--- config.mk ---
export PLATFORM = sky130hd
export DESIGN_NAME = round_robin_task_scheduler
export DESIGN_NICKNAME = d
export VERILOG_FILES = /design/src/hw/rtl/rrts_pkg.sv /design/src/hw/rtl/rrts_list.sv /design/src/hw/rtl/rrts_ctrl.sv /design/src/hw/rtl/round_robin_task_scheduler.sv
export SDC_FILE = /design/constraint.sdc
export NUM_CORES = 1
export LEC_CHECK = 0
export BUFFER_PORTS_ARGS = -buffer_cell sky130_fd_sc_hd__buf_4
export CAP_MARGIN = 20
export CORE_MARGIN = 2
export CORE_UTILIZATION = 50
export DETAILED_ROUTE_END_ITERATION = 6
export HOLD_SLACK_MARGIN = 0.02
export PLACE_DENSITY = 0.66
export SLEW_MARGIN = 5
export SYNTH_ARGS = -nofsm -noshare
export SYNTH_HDL_FRONTEND = slang
export SYNTH_SLANG_ARGS = --single-unit
--- constraint.sdc ---
create_clock -name clk -period 6.31 [get_ports clk]
set_input_delay 0.631 -clock clk [delete_from_list [all_inputs] [get_ports clk]]
set_output_delay 0.631 -clock clk [all_outputs]
set_load 0.01 [all_outputs]
--- src/hw/rtl/rrts_pkg.sv ---
`timescale 1ns / 1ps

package rrts_pkg;

  // task table size and derived widths
  localparam int MAX_TASKS = 8;
  localparam int ID_W      = $clog2(MAX_TASKS);
  localparam int PTR_W     = $clog2(MAX_TASKS + 1);

  // null link marker
  localparam logic [PTR_W-1:0] NIL = PTR_W'(MAX_TASKS);

  // configuration widths
  localparam int SLICE_W   = 16;
  localparam int STEP_W    = 10;
  localparam int IDLE_W    = 3;
  localparam int REM_W     = 17;
  localparam int CFG_W     = 16;
  localparam int CFG_IDX_W = 2;

  // configuration register indexes
  localparam logic [CFG_IDX_W-1:0] CFG_TIME_SLICE = 2'd0;
  localparam logic [CFG_IDX_W-1:0] CFG_TICK_STEP  = 2'd1;
  localparam logic [CFG_IDX_W-1:0] CFG_IDLE_ID    = 2'd2;

  // configuration reset values
  localparam logic [SLICE_W-1:0] SLICE_RESET = 16'd50;
  localparam logic [STEP_W-1:0]  STEP_RESET  = 10'd10;
  localparam logic [IDLE_W-1:0]  IDLE_RESET  = 3'd0;

  // request codes
  localparam logic [2:0] REQ_TICK   = 3'd0;
  localparam logic [2:0] REQ_YIELD  = 3'd1;
  localparam logic [2:0] REQ_INSERT = 3'd2;
  localparam logic [2:0] REQ_BLOCK  = 3'd3;
  localparam logic [2:0] REQ_LAUNCH = 3'd4;

  // list unit operations
  localparam logic [1:0] OP_UNLINK = 2'd0;
  localparam logic [1:0] OP_APPEND = 2'd1;
  localparam logic [1:0] OP_PUSH   = 2'd2;

  typedef struct packed {
    logic [2:0] req_type;
    logic [2:0] task_id;
  } req_t;

  typedef struct packed {
    logic [2:0] running_id;
    logic       switched;
    logic       error_code;
    logic [3:0] queue_count;
  } res_t;

  typedef struct packed {
    logic [SLICE_W-1:0] time_slice;
    logic [STEP_W-1:0]  tick_step;
    logic [IDLE_W-1:0]  idle_id;
  } cfg_t;

  typedef struct packed {
    logic            go;
    logic [1:0]      op;
    logic [ID_W-1:0] id;
  } list_cmd_t;

  typedef struct packed {
    logic             done;
    logic [PTR_W-1:0] head;
    logic [PTR_W-1:0] tail;
    logic [PTR_W-1:0] len;
  } list_stat_t;

  function automatic logic is_task(input logic [PTR_W-1:0] ptr);
    return ptr < PTR_W'(MAX_TASKS);
  endfunction

endpackage

--- src/hw/rtl/rrts_list.sv ---
`timescale 1ns / 1ps

// run queue storage with a small step sequencer: one pointer fix per array per cycle
module rrts_list (
  input  logic                   clk,
  input  logic                   rst,
  input  rrts_pkg::list_cmd_t    cmd,
  output rrts_pkg::list_stat_t   stat
);

  localparam logic [2:0] L_IDLE = 3'd0;
  localparam logic [2:0] L_RD   = 3'd1;
  localparam logic [2:0] L_UL   = 3'd2;
  localparam logic [2:0] L_L1   = 3'd3;
  localparam logic [2:0] L_L2   = 3'd4;

  logic [2:0]                    state;
  logic [1:0]                    op;
  logic [rrts_pkg::ID_W-1:0]     t;
  logic [rrts_pkg::PTR_W-1:0]    p;
  logic [rrts_pkg::PTR_W-1:0]    n;
  logic [rrts_pkg::PTR_W-1:0]    next_link [rrts_pkg::MAX_TASKS];
  logic [rrts_pkg::PTR_W-1:0]    prev_link [rrts_pkg::MAX_TASKS];
  logic [rrts_pkg::MAX_TASKS-1:0] queued;
  logic [rrts_pkg::PTR_W-1:0]    head;
  logic [rrts_pkg::PTR_W-1:0]    tail;
  logic [rrts_pkg::PTR_W-1:0]    len;
  logic                          done;
  logic [rrts_pkg::PTR_W-1:0]    t_ptr;

  assign t_ptr = rrts_pkg::PTR_W'(t);

  always_ff @(posedge clk) begin
    if (rst) begin
      state  <= L_IDLE;
      done   <= 1'b0;
      head   <= rrts_pkg::NIL;
      tail   <= rrts_pkg::NIL;
      len    <= '0;
      queued <= '0;
      for (int i = 0; i < rrts_pkg::MAX_TASKS; i++) begin
        next_link[i] <= rrts_pkg::NIL;
        prev_link[i] <= rrts_pkg::NIL;
      end
    end else begin
      done <= 1'b0;
      case (state)
        L_IDLE: begin
          if (cmd.go) begin
            op    <= cmd.op;
            t     <= cmd.id;
            state <= L_RD;
          end
        end
        L_RD: begin
          p <= prev_link[t];
          n <= next_link[t];
          if (queued[t]) begin
            state <= L_UL;
          end else if (op == rrts_pkg::OP_UNLINK) begin
            done  <= 1'b1;
            state <= L_IDLE;
          end else begin
            state <= L_L1;
          end
        end
        L_UL: begin
          // splice the neighbours together
          if (rrts_pkg::is_task(p)) begin
            next_link[p[rrts_pkg::ID_W-1:0]] <= n;
          end else begin
            head <= n;
          end
          if (rrts_pkg::is_task(n)) begin
            prev_link[n[rrts_pkg::ID_W-1:0]] <= p;
          end else begin
            tail <= p;
          end
          queued[t] <= 1'b0;
          len       <= len - 1'b1;
          if (op == rrts_pkg::OP_UNLINK) begin
            done  <= 1'b1;
            state <= L_IDLE;
          end else begin
            state <= L_L1;
          end
        end
        L_L1: begin
          if (op == rrts_pkg::OP_PUSH) begin
            next_link[t] <= head;
            prev_link[t] <= rrts_pkg::NIL;
          end else begin
            prev_link[t] <= tail;
            next_link[t] <= rrts_pkg::NIL;
          end
          state <= L_L2;
        end
        L_L2: begin
          if (op == rrts_pkg::OP_PUSH) begin
            if (rrts_pkg::is_task(head)) begin
              prev_link[head[rrts_pkg::ID_W-1:0]] <= t_ptr;
            end else begin
              tail <= t_ptr;
            end
            head <= t_ptr;
          end else begin
            if (rrts_pkg::is_task(tail)) begin
              next_link[tail[rrts_pkg::ID_W-1:0]] <= t_ptr;
            end else begin
              head <= t_ptr;
            end
            tail <= t_ptr;
          end
          queued[t] <= 1'b1;
          len       <= len + 1'b1;
          done      <= 1'b1;
          state     <= L_IDLE;
        end
        default: begin
          state <= L_IDLE;
        end
      endcase
    end
  end

  assign stat.done = done;
  assign stat.head = head;
  assign stat.tail = tail;
  assign stat.len  = len;

endmodule

--- src/hw/rtl/rrts_ctrl.sv ---
`timescale 1ns / 1ps

// request sequencer: time accounting, rotation and launch decisions
module rrts_ctrl (
  input  logic                  clk,
  input  logic                  rst,
  input  logic                  start,
  output logic                  busy,
  input  rrts_pkg::req_t        req,
  input  rrts_pkg::cfg_t        cfg,
  output logic                  done,
  output rrts_pkg::res_t        result,
  output rrts_pkg::list_cmd_t   cmd,
  input  rrts_pkg::list_stat_t  stat
);

  localparam logic [2:0] C_IDLE   = 3'd0;
  localparam logic [2:0] C_EXEC   = 3'd1;
  localparam logic [2:0] C_SUB    = 3'd2;
  localparam logic [2:0] C_TAIL   = 3'd3;
  localparam logic [2:0] C_LAUNCH = 3'd4;
  localparam logic [2:0] C_PICK   = 3'd5;
  localparam logic [2:0] C_WAIT   = 3'd6;
  localparam logic [2:0] C_DONE   = 3'd7;

  logic [2:0]                      state;
  logic [2:0]                      ret_state;
  logic [2:0]                      req_type;
  logic [2:0]                      task_id;
  logic [rrts_pkg::ID_W-1:0]       cur;
  logic                            sw;
  logic                            err;
  logic signed [rrts_pkg::REM_W-1:0] remain [rrts_pkg::MAX_TASKS];
  logic signed [rrts_pkg::REM_W-1:0] diff;
  logic signed [rrts_pkg::REM_W-1:0] slice_ext;
  logic [rrts_pkg::ID_W-1:0]       idle;
  logic [rrts_pkg::PTR_W-1:0]      tid_ptr;

  assign idle      = rrts_pkg::ID_W'(cfg.idle_id);
  assign slice_ext = $signed({1'b0, cfg.time_slice});
  assign diff      = remain[cur] - $signed({7'd0, cfg.tick_step});
  assign tid_ptr   = rrts_pkg::PTR_W'(task_id);
  assign busy      = (state != C_IDLE);

  always_ff @(posedge clk) begin
    if (rst) begin
      state   <= C_IDLE;
      cur     <= '0;
      done    <= 1'b0;
      cmd.go  <= 1'b0;
      for (int i = 0; i < rrts_pkg::MAX_TASKS; i++) begin
        remain[i] <= rrts_pkg::REM_W'(rrts_pkg::SLICE_RESET);
      end
    end else begin
      done   <= 1'b0;
      cmd.go <= 1'b0;
      case (state)
        C_IDLE: begin
          if (start) begin
            req_type <= req.req_type;
            task_id  <= req.task_id;
            state    <= C_EXEC;
          end
        end
        C_EXEC: begin
          sw  <= 1'b0;
          err <= 1'b0;
          case (req_type)
            rrts_pkg::REQ_TICK: begin
              if (stat.len == '0) begin
                err   <= 1'b1;
                state <= C_DONE;
              end else if (cur == idle) begin
                state <= C_TAIL;
              end else begin
                state <= C_SUB;
              end
            end
            rrts_pkg::REQ_YIELD: begin
              if (cur != idle) begin
                remain[cur] <= slice_ext;
              end
              state <= C_TAIL;
            end
            rrts_pkg::REQ_INSERT: begin
              if (rrts_pkg::is_task(tid_ptr)) begin
                cmd.go    <= 1'b1;
                cmd.op    <= rrts_pkg::OP_PUSH;
                cmd.id    <= rrts_pkg::ID_W'(task_id);
                ret_state <= C_DONE;
                state     <= C_WAIT;
              end else begin
                state <= C_DONE;
              end
            end
            rrts_pkg::REQ_BLOCK: begin
              if (stat.len == '0) begin
                err   <= 1'b1;
                state <= C_DONE;
              end else begin
                cmd.go    <= 1'b1;
                cmd.op    <= rrts_pkg::OP_UNLINK;
                cmd.id    <= cur;
                ret_state <= C_DONE;
                state     <= C_WAIT;
              end
            end
            rrts_pkg::REQ_LAUNCH: begin
              if (stat.len == '0) begin
                err   <= 1'b1;
                state <= C_DONE;
              end else begin
                state <= C_LAUNCH;
              end
            end
            default: begin
              state <= C_DONE;
            end
          endcase
        end
        C_SUB: begin
          // quantum used up: refill and rotate; otherwise store the time left
          if (diff <= $signed(rrts_pkg::REM_W'(0))) begin
            remain[cur] <= slice_ext;
            state       <= C_TAIL;
          end else begin
            remain[cur] <= diff;
            state       <= C_DONE;
          end
        end
        C_TAIL: begin
          if (stat.tail == rrts_pkg::PTR_W'(cur)) begin
            state <= C_LAUNCH;
          end else begin
            cmd.go    <= 1'b1;
            cmd.op    <= rrts_pkg::OP_APPEND;
            cmd.id    <= cur;
            ret_state <= C_LAUNCH;
            state     <= C_WAIT;
          end
        end
        C_LAUNCH: begin
          if (!rrts_pkg::is_task(stat.head)) begin
            state <= C_DONE;
          end else if (stat.head == rrts_pkg::PTR_W'(idle) &&
                       stat.len >= rrts_pkg::PTR_W'(2)) begin
            // idle task at the head with others waiting: send it back
            cmd.go    <= 1'b1;
            cmd.op    <= rrts_pkg::OP_APPEND;
            cmd.id    <= idle;
            ret_state <= C_PICK;
            state     <= C_WAIT;
          end else begin
            state <= C_PICK;
          end
        end
        C_PICK: begin
          if (stat.head[rrts_pkg::ID_W-1:0] != cur) begin
            cur <= stat.head[rrts_pkg::ID_W-1:0];
            sw  <= 1'b1;
          end
          state <= C_DONE;
        end
        C_WAIT: begin
          if (stat.done) begin
            state <= ret_state;
          end
        end
        C_DONE: begin
          result.running_id  <= 3'(cur);
          result.switched    <= sw;
          result.error_code  <= err;
          result.queue_count <= 4'(stat.len);
          done               <= 1'b1;
          state              <= C_IDLE;
        end
        default: begin
          state <= C_IDLE;
        end
      endcase
    end
  end

endmodule

--- src/hw/rtl/round_robin_task_scheduler.sv ---
`timescale 1ns / 1ps

// channel   ports                       handshake
// -------   -------------------------   ------------------------------------------
// request   req (req_type, task_id)     taken when start is high and busy is low
// result    result (running_id, ...)    valid for one cycle while done is high
// config    wr_en, wr_index, wr_data    written on any edge with wr_en high
//
// from acceptance to the result, a refused or ignored request takes the shortest path, a tick
// with time left a longer one, and a tick that rotates the running task and then sends the
// idle task back past the head the longest; each list operation runs through the list unit,
// which fixes at most one link per array per cycle
// busy stays high from acceptance until the result strobe; results cannot be stalled
// synchronous reset empties the run queue and loads the default register values

module round_robin_task_scheduler (
  input  logic                              clk,
  input  logic                              rst,
  input  logic                              start,
  output logic                              busy,
  input  rrts_pkg::req_t                    req,
  output logic                              done,
  output rrts_pkg::res_t                    result,
  input  logic                              wr_en,
  input  logic [rrts_pkg::CFG_IDX_W-1:0]    wr_index,
  input  logic [rrts_pkg::CFG_W-1:0]        wr_data
);

  rrts_pkg::cfg_t       cfg;
  rrts_pkg::list_cmd_t  cmd;
  rrts_pkg::list_stat_t stat;

  // configuration registers, index beyond the list is ignored
  always_ff @(posedge clk) begin
    if (rst) begin
      cfg.time_slice <= rrts_pkg::SLICE_RESET;
      cfg.tick_step  <= rrts_pkg::STEP_RESET;
      cfg.idle_id    <= rrts_pkg::IDLE_RESET;
    end else if (wr_en) begin
      case (wr_index)
        rrts_pkg::CFG_TIME_SLICE: cfg.time_slice <= wr_data[rrts_pkg::SLICE_W-1:0];
        rrts_pkg::CFG_TICK_STEP:  cfg.tick_step  <= wr_data[rrts_pkg::STEP_W-1:0];
        rrts_pkg::CFG_IDLE_ID:    cfg.idle_id    <= wr_data[rrts_pkg::IDLE_W-1:0];
        default: begin
        end
      endcase
    end
  end

  // request sequencer: decides each step of a request
  rrts_ctrl u_ctrl (
    .clk    (clk),
    .rst    (rst),
    .start  (start),
    .busy   (busy),
    .req    (req),
    .cfg    (cfg),
    .done   (done),
    .result (result),
    .cmd    (cmd),
    .stat   (stat)
  );

  // shared list unit: unlink, append at tail and push at head
  rrts_list u_list (
    .clk  (clk),
    .rst  (rst),
    .cmd  (cmd),
    .stat (stat)
  );

endmodule

==> results.yml, run 1 <==
worst_setup_path:
  start_kind: "register"
  path_class: "reg2reg"
  crit_path_frequent_cell: "buf_4"
  critPathArrivalTime_ns: 5.78
  cpPeakStageDelay_ns: 0.92
  required_ns: 6.53
  critical_path.cell_chain: "buf_4 -> mux4_2 -> mux2_2 -> ha_1 -> a21o_1 -> o31ai_1 -> nand4_1 -> xor2_1 -> o21bai_1 -> o31ai_4 -> buf_4 -> mux2i_2 -> nor2_1"
  crit_slowest_cell: "dfxtp_2"
  r2r_cells: 13
  rrSetupSlack_ns: 0.75
  worstSetupEndpointType: "register"
  cp_max_fo: 23
  rr_endpoint: "u_ctrl.remain[5][10]$_SDFFCE_PN0P_"
timing:
  finalCritPeriodShare_pct: 88.1
  slew_viol_final: 0
  rsz0062_at_grt: "false"
  max_freq_mhz: 180
  skew_ns: 0.0257
  tightest_slew_ns: 1.02
  fin_tns_setup_ns: 0
  hold_viol: 0
  fin_crit_ns: 5.56
  setup_violations: 0
  max_slew_margin_pct: 31.5
yosys:
  synth_cells: 1242
  syn-cell-area_um2: 14200
  synth_commonest_cells: "edfxtp_1, nor2_1, nand2_1"
  seq_area_frac_synth_pct: 59.1
  synth_flop_cell: "edfxtp_1"
  synth_most_common_cell: "edfxtp_1"
  postSynth.asyncResetShare_pct: 0
  yosys_warnings: 0
  synth-seq-cells: 301
  syn-mean-instance-area_um2: 11.4
  yosysTopAreaCell: "edfxtp_1"
  synth_top_area_share_pct: 50.1
  synth-edff-count: 237
  ys_types: 64
  yosys-top-cells-area: "edfxtp_1, dfxtp_1, nor2_1"
layout:
  nFillCells: 2277
  area_growth_pct: 12.5
  nets: 1312
  post_route_cells_drive_above_1_share_pct: 14.4
  post-route-util_pct: 57.4
  antenna-diode-count: 0
floorplanning:
  die_h_um: 173
  rows: 61
  initial_core_util_pct: 51.0
  dieArea_um2: 29800
  die_w_um: 173
  io_pins: 39
  design.core.area_um2: 27900
cts:
  cts_buffers: 34
  cts_tree: "yes"
  cts.sinks: 301
  clk_latency_ns: 0.53
  clk_pin_slew_ns: 0.06
  cts_resized: 0
  htree_num_levels: 2
  clock_path_buffers: 3
  cts_setup_buffers: 0
  cts_root_buf: "clkbuf_16"
  cts_hold_buffers: 0
global_route:
  overflow: 0
  grt_util_met1_pct: 36.5
  gr-max-usage-layer: "met2"
  grt_use_total_pct: 24.6
  grt_pass1_wl_um: 56200
  grtUsageMet2_pct: 37.6
  gr-usage-met3_pct: 3.63
  antenna_found_initial: 0
  grt_pass1_vias: 9494
  grt_max_degree: 56
min_path:
  holdPathEnd: "u_ctrl.req_type[0]$_DFFE_PP_"
  hp-class: "in2reg"
  hold_depth: 1
  hold_start: "req[3]"
power_and_ir_drop:
  p_per_area_nw_per_um2: 304
  p_leak_nw: 5.41
  peakVddDrop_mv: 0.180
detailed_routing:
  drt_iter0_drc: 1066
  routedWlPerCell_um: 21.9
  vias: 10000
  viasPerCell: 5.98
  antenna_left: 0
  drt_pass1_iterations: 7
  drcViolationCount: 0
  finalWirelength_um: 36600
run:
  cap_violations: 0
outcome:
  status: "finished clean"
placed_design:
  place_hpwl_um: 24200
  gp_congestion: 0.891
  place.port_buffers: 38
==> kinds of logic (layout without fill, tap and decap cells) <==
logic type	Yosys count	count (layout)	synth area share, %
mux	83	83	8.84
compound gates	182	182	8.78
fa+ha+maj	14	14	1.34
other cells	1	8	0.0264
flops	301	301	59.1
xor+xnor	29	29	1.79
simple gates	533	533	17.2
buf+inv	99	146	2.88
==> cells in the final DEF (no fill, tap or decap), types with 8 or more instances in the layout <==
cell	count
edfxtp_1	237
nor2_1	219
nand2_1	115
dfxtp_1	62
a21oi_1	58
buf_4	57
nand3_1	50
nand2b_1	42
mux2i_1	34
clkbuf_16	34
mux4_2	31
a22oi_1	30
inv_1	25
nor3_1	24
xnor2_1	20
o21ai_0	14
nor2b_1	13
or2_2	12
mux2_2	12
ha_1	12
and3_1	11
a211oi_1	11
xor2_1	9
clkinv_2	9
a22o_1	8
a221oi_1	8
nand4_1	8
nand3b_1	8
conb_1	8
==> critical path, delay by kind of cell, from the launching register on <==
kind            cells  cell delay, ns
flops               1            0.92
buf+inv             2            0.73
fa+ha+maj           1            0.22
xor+xnor            1            0.22
simple gates        2            0.29
compound gates      4            1.56
mux                 3            1.30
==> area by class of cell <==
type,instances,area [um2],area share [%]
Inverter,25,93.8,0.587
Sequential cell,301,8400,52.6
Clock buffer,39,880,5.51
Clock inverter,23,243,1.52
Multi-Input combinational cell,849,5440,34.0
Timing Repair Buffer,59,448,2.80
Tap cell,378,473,2.96
==> sequential cells by signal, summed over array words and instances (netlist names), 4 cells and up, named ones only <==
register          cells
u_list.head           4
u_list.p              4
u_list.len            4
u_list.tail           4
cfg                  29
u_ctrl.cmd            6
u_ctrl.result         9
u_list.n              4
u_ctrl.remain       136
u_list.next_link     32
u_list.prev_link     32
==> stage by stage <==
step | worst slack, ns | hold WS (ns) | cells | total power [mW] | area (um2)
detailed placement | 0.797 | 0.411 | 1611 | 2.91 | 14900
CTS | 0.769 | 0.282 | 1673 | 4.88 | 16000
finish | 0.751 | 0.295 | 1674 | 4.86 | 16000
floorplan | 1.23 | 0.400 | 1249 | 2.72 | 14200
global placement | 0.857 | 0.423 | 1610 | 2.89 | 14800
global route | 0.291 | 0.279 | 1674 | 5.02 | 16000
==> metal layers <==
metal / routed length (um) / share of wire, %
met5: 0 / 0
met4: 1090 / 3.0
met3: 2650 / 7.2
met2: 16500 / 45
met1: 16300 / 45
==> worst max-delay path by stage <==
stage          slack [ns]                                  to  startpoint  depth (start not counted)
2_1_floorplan        1.23  u_ctrl.remain[0][10]$_SDFFCE_PN0P_    register                         16
3_3_place_gp         0.86  u_ctrl.remain[3][10]$_SDFFCE_PN0P_    register                         13
3_5_place_dp         0.80   u_ctrl.remain[7][6]$_SDFFCE_PN0P_    register                         13
4_1_cts              0.77   u_ctrl.remain[7][6]$_SDFFCE_PN0P_    register                         13
5_1_grt              0.29  u_ctrl.remain[5][10]$_SDFFCE_PN0P_    register                         13
6_report             0.75  u_ctrl.remain[5][10]$_SDFFCE_PN0P_    register                         13
==> where the power goes <==
group          switching [mW]  internal (mW)
combinational           0.342          0.209
sequential             0.0921           2.23
clock                   0.810           1.18
total                    1.24           3.62
No activity file was read; power rests on OpenSTA's default activity.
==> run 2: changes to the inputs <==
- CTS_CLUSTER_SIZE: unset -> 28
- MAX_ROUTING_LAYER: unset -> met4
==> results.yml, run 2 (synthesis gave the netlist of run 1 again) <==
placed_design:
  placed_cells: 1613
  place_area_um2: 14900
  place.port_buffers: 38
  gp_congestion: 0.914
  place_hpwl_um: 23800
power_and_ir_drop:
  peakVddDrop_mv: 0.254
  p_per_area_nw_per_um2: 295
  p_leak_nw: 5.37
global_route:
  overflow: 0
  grt_max_degree: 66
  antenna_found_initial: 0
  grt_pass1_vias: 9577
  grt_use_total_pct: 24.9
  grt_pass1_wl_um: 55800
layout:
  area_growth_pct: 11.9
  fin_area_um2: 15900
  multi_input_area_um2: 5440
  antenna-diode-count: 0
  largest_reg_flops: 136
  nets: 1311
  regArea_um2: 8400
  nFillCells: 2269
  final_cell_mix: "edfxtp_1, nor2_1, nand2_1"
  top_regs: "u_ctrl.remain (136), u_list.next_link (32), u_list.prev_link (32)"
  post_route_cells_drive_above_1_share_pct: 13.8
  largest_register: "u_ctrl.remain"
  final_common_cell: "edfxtp_1"
  final_cells: 1670
cts:
  clock_path_buffers: 3
  clk_pin_slew_ns: 0.06
  cts_tree: "yes"
  cts_buffers: 31
  cts.sinks: 301
  cts_hold_buffers: 0
  cts_setup_buffers: 0
  htree_num_levels: 1
  cts_root_buf: "clkbuf_16"
  clk_latency_ns: 0.57
  cts_resized: 0
timing:
  slew_viol_final: 0
  max_slew_margin_pct: 30.5
  fin_crit_ns: 5.67
  tightest_slew_ns: 1.04
  max_freq_mhz: 176
  hold_ws_ns: 0.235
  fin_tns_setup_ns: 0
  finalCritPeriodShare_pct: 89.9
  hold_viol: 0
  rsz0062_at_grt: "false"
  skew_ns: 0.0236
  setup_violations: 0
floorplanning:
  die_w_um: 173
  design.core.area_um2: 27900
  dieArea_um2: 29800
  die_h_um: 173
  initial_core_util_pct: 51.0
  io_pins: 39
  rows: 61
worst_setup_path:
  required_ns: 6.59
  path_class: "reg2reg"
  cp_max_fo: 26
  r2r_cells: 13
  start_kind: "register"
  worstSetupEndpointType: "register"
  critPathArrivalTime_ns: 5.95
run:
  cap_violations: 0
detailed_routing:
  routedWlPerCell_um: 21.5
  finalWirelength_um: 36000
  antenna_left: 0
  drt_iter0_drc: 1038
  drcViolationCount: 0
  viasPerCell: 5.89
  drt_pass1_iterations: 7
  vias: 9837
min_path:
  hp-class: "in2reg"
  hold_depth: 1
outcome:
  status: "finished clean"
## run 2: per-stage QoR
stage               power, mW  util [%]  worst slack (ns)
floorplan                2.72         -              1.23
global placement         2.89      53.3             0.747
detailed placement       2.90      53.4             0.685
CTS                      4.69      57.0             0.644
global route             4.84      57.1             0.248
finish                   4.69      57.1             0.639
## run 2: area by class of cell
class,instances,share of cell area [%]
clock buffer,40,5.28
clock inverter,16,1.02
inverter,25,0.590
multi-input combinational,849,34.2
sequential,301,52.8
tap,378,2.97
timing repair buffer,61,3.10
## run 2: where the power goes
group          internal, mW  switching [mW]
clock                  1.06           0.756
sequential             2.23          0.0900
combinational         0.213           0.338
## run 2: critical path, stage by stage (launching register included)
cell and delay (ns):
dfxtp_2 0.99, mux4_2 0.60, mux2_2 0.27, ha_1 0.38, a21oi_1 0.26, nor2b_1 0.07, a211oi_1 0.55, nand4_1 0.27
xnor2_1 0.31, nand4_1 0.20, o31ai_4 0.56, buf_4 0.33, mux2i_2 0.49, nor2_1 0.09
## run 2: final timing paths
check,start,end,slack (ns)
setup / recovery,register,u_ctrl.remain[3][6]$_SDFFCE_PN0P_,0.64
hold / removal,req[1],u_ctrl.task_id[1]$_DFFE_PP_,0.24
setup reg to reg,register,u_ctrl.remain[3][6]$_SDFFCE_PN0P_,0.64
hold reg to reg,u_ctrl.err$_SDFFCE_PN0P_,u_ctrl.result[4]$_DFFE_PP_,0.45
## run 2: metal layers
layer	wire, um	GRT usage (%)	share of wire (%)	up-vias
met4	642	5.56	1.8	0
met5	0	-	0	-
met2	16400	37.4	46	442
li1	-	-	-	4581
met3	3130	5.04	8.7	48
met1	15800	35.1	44	4766
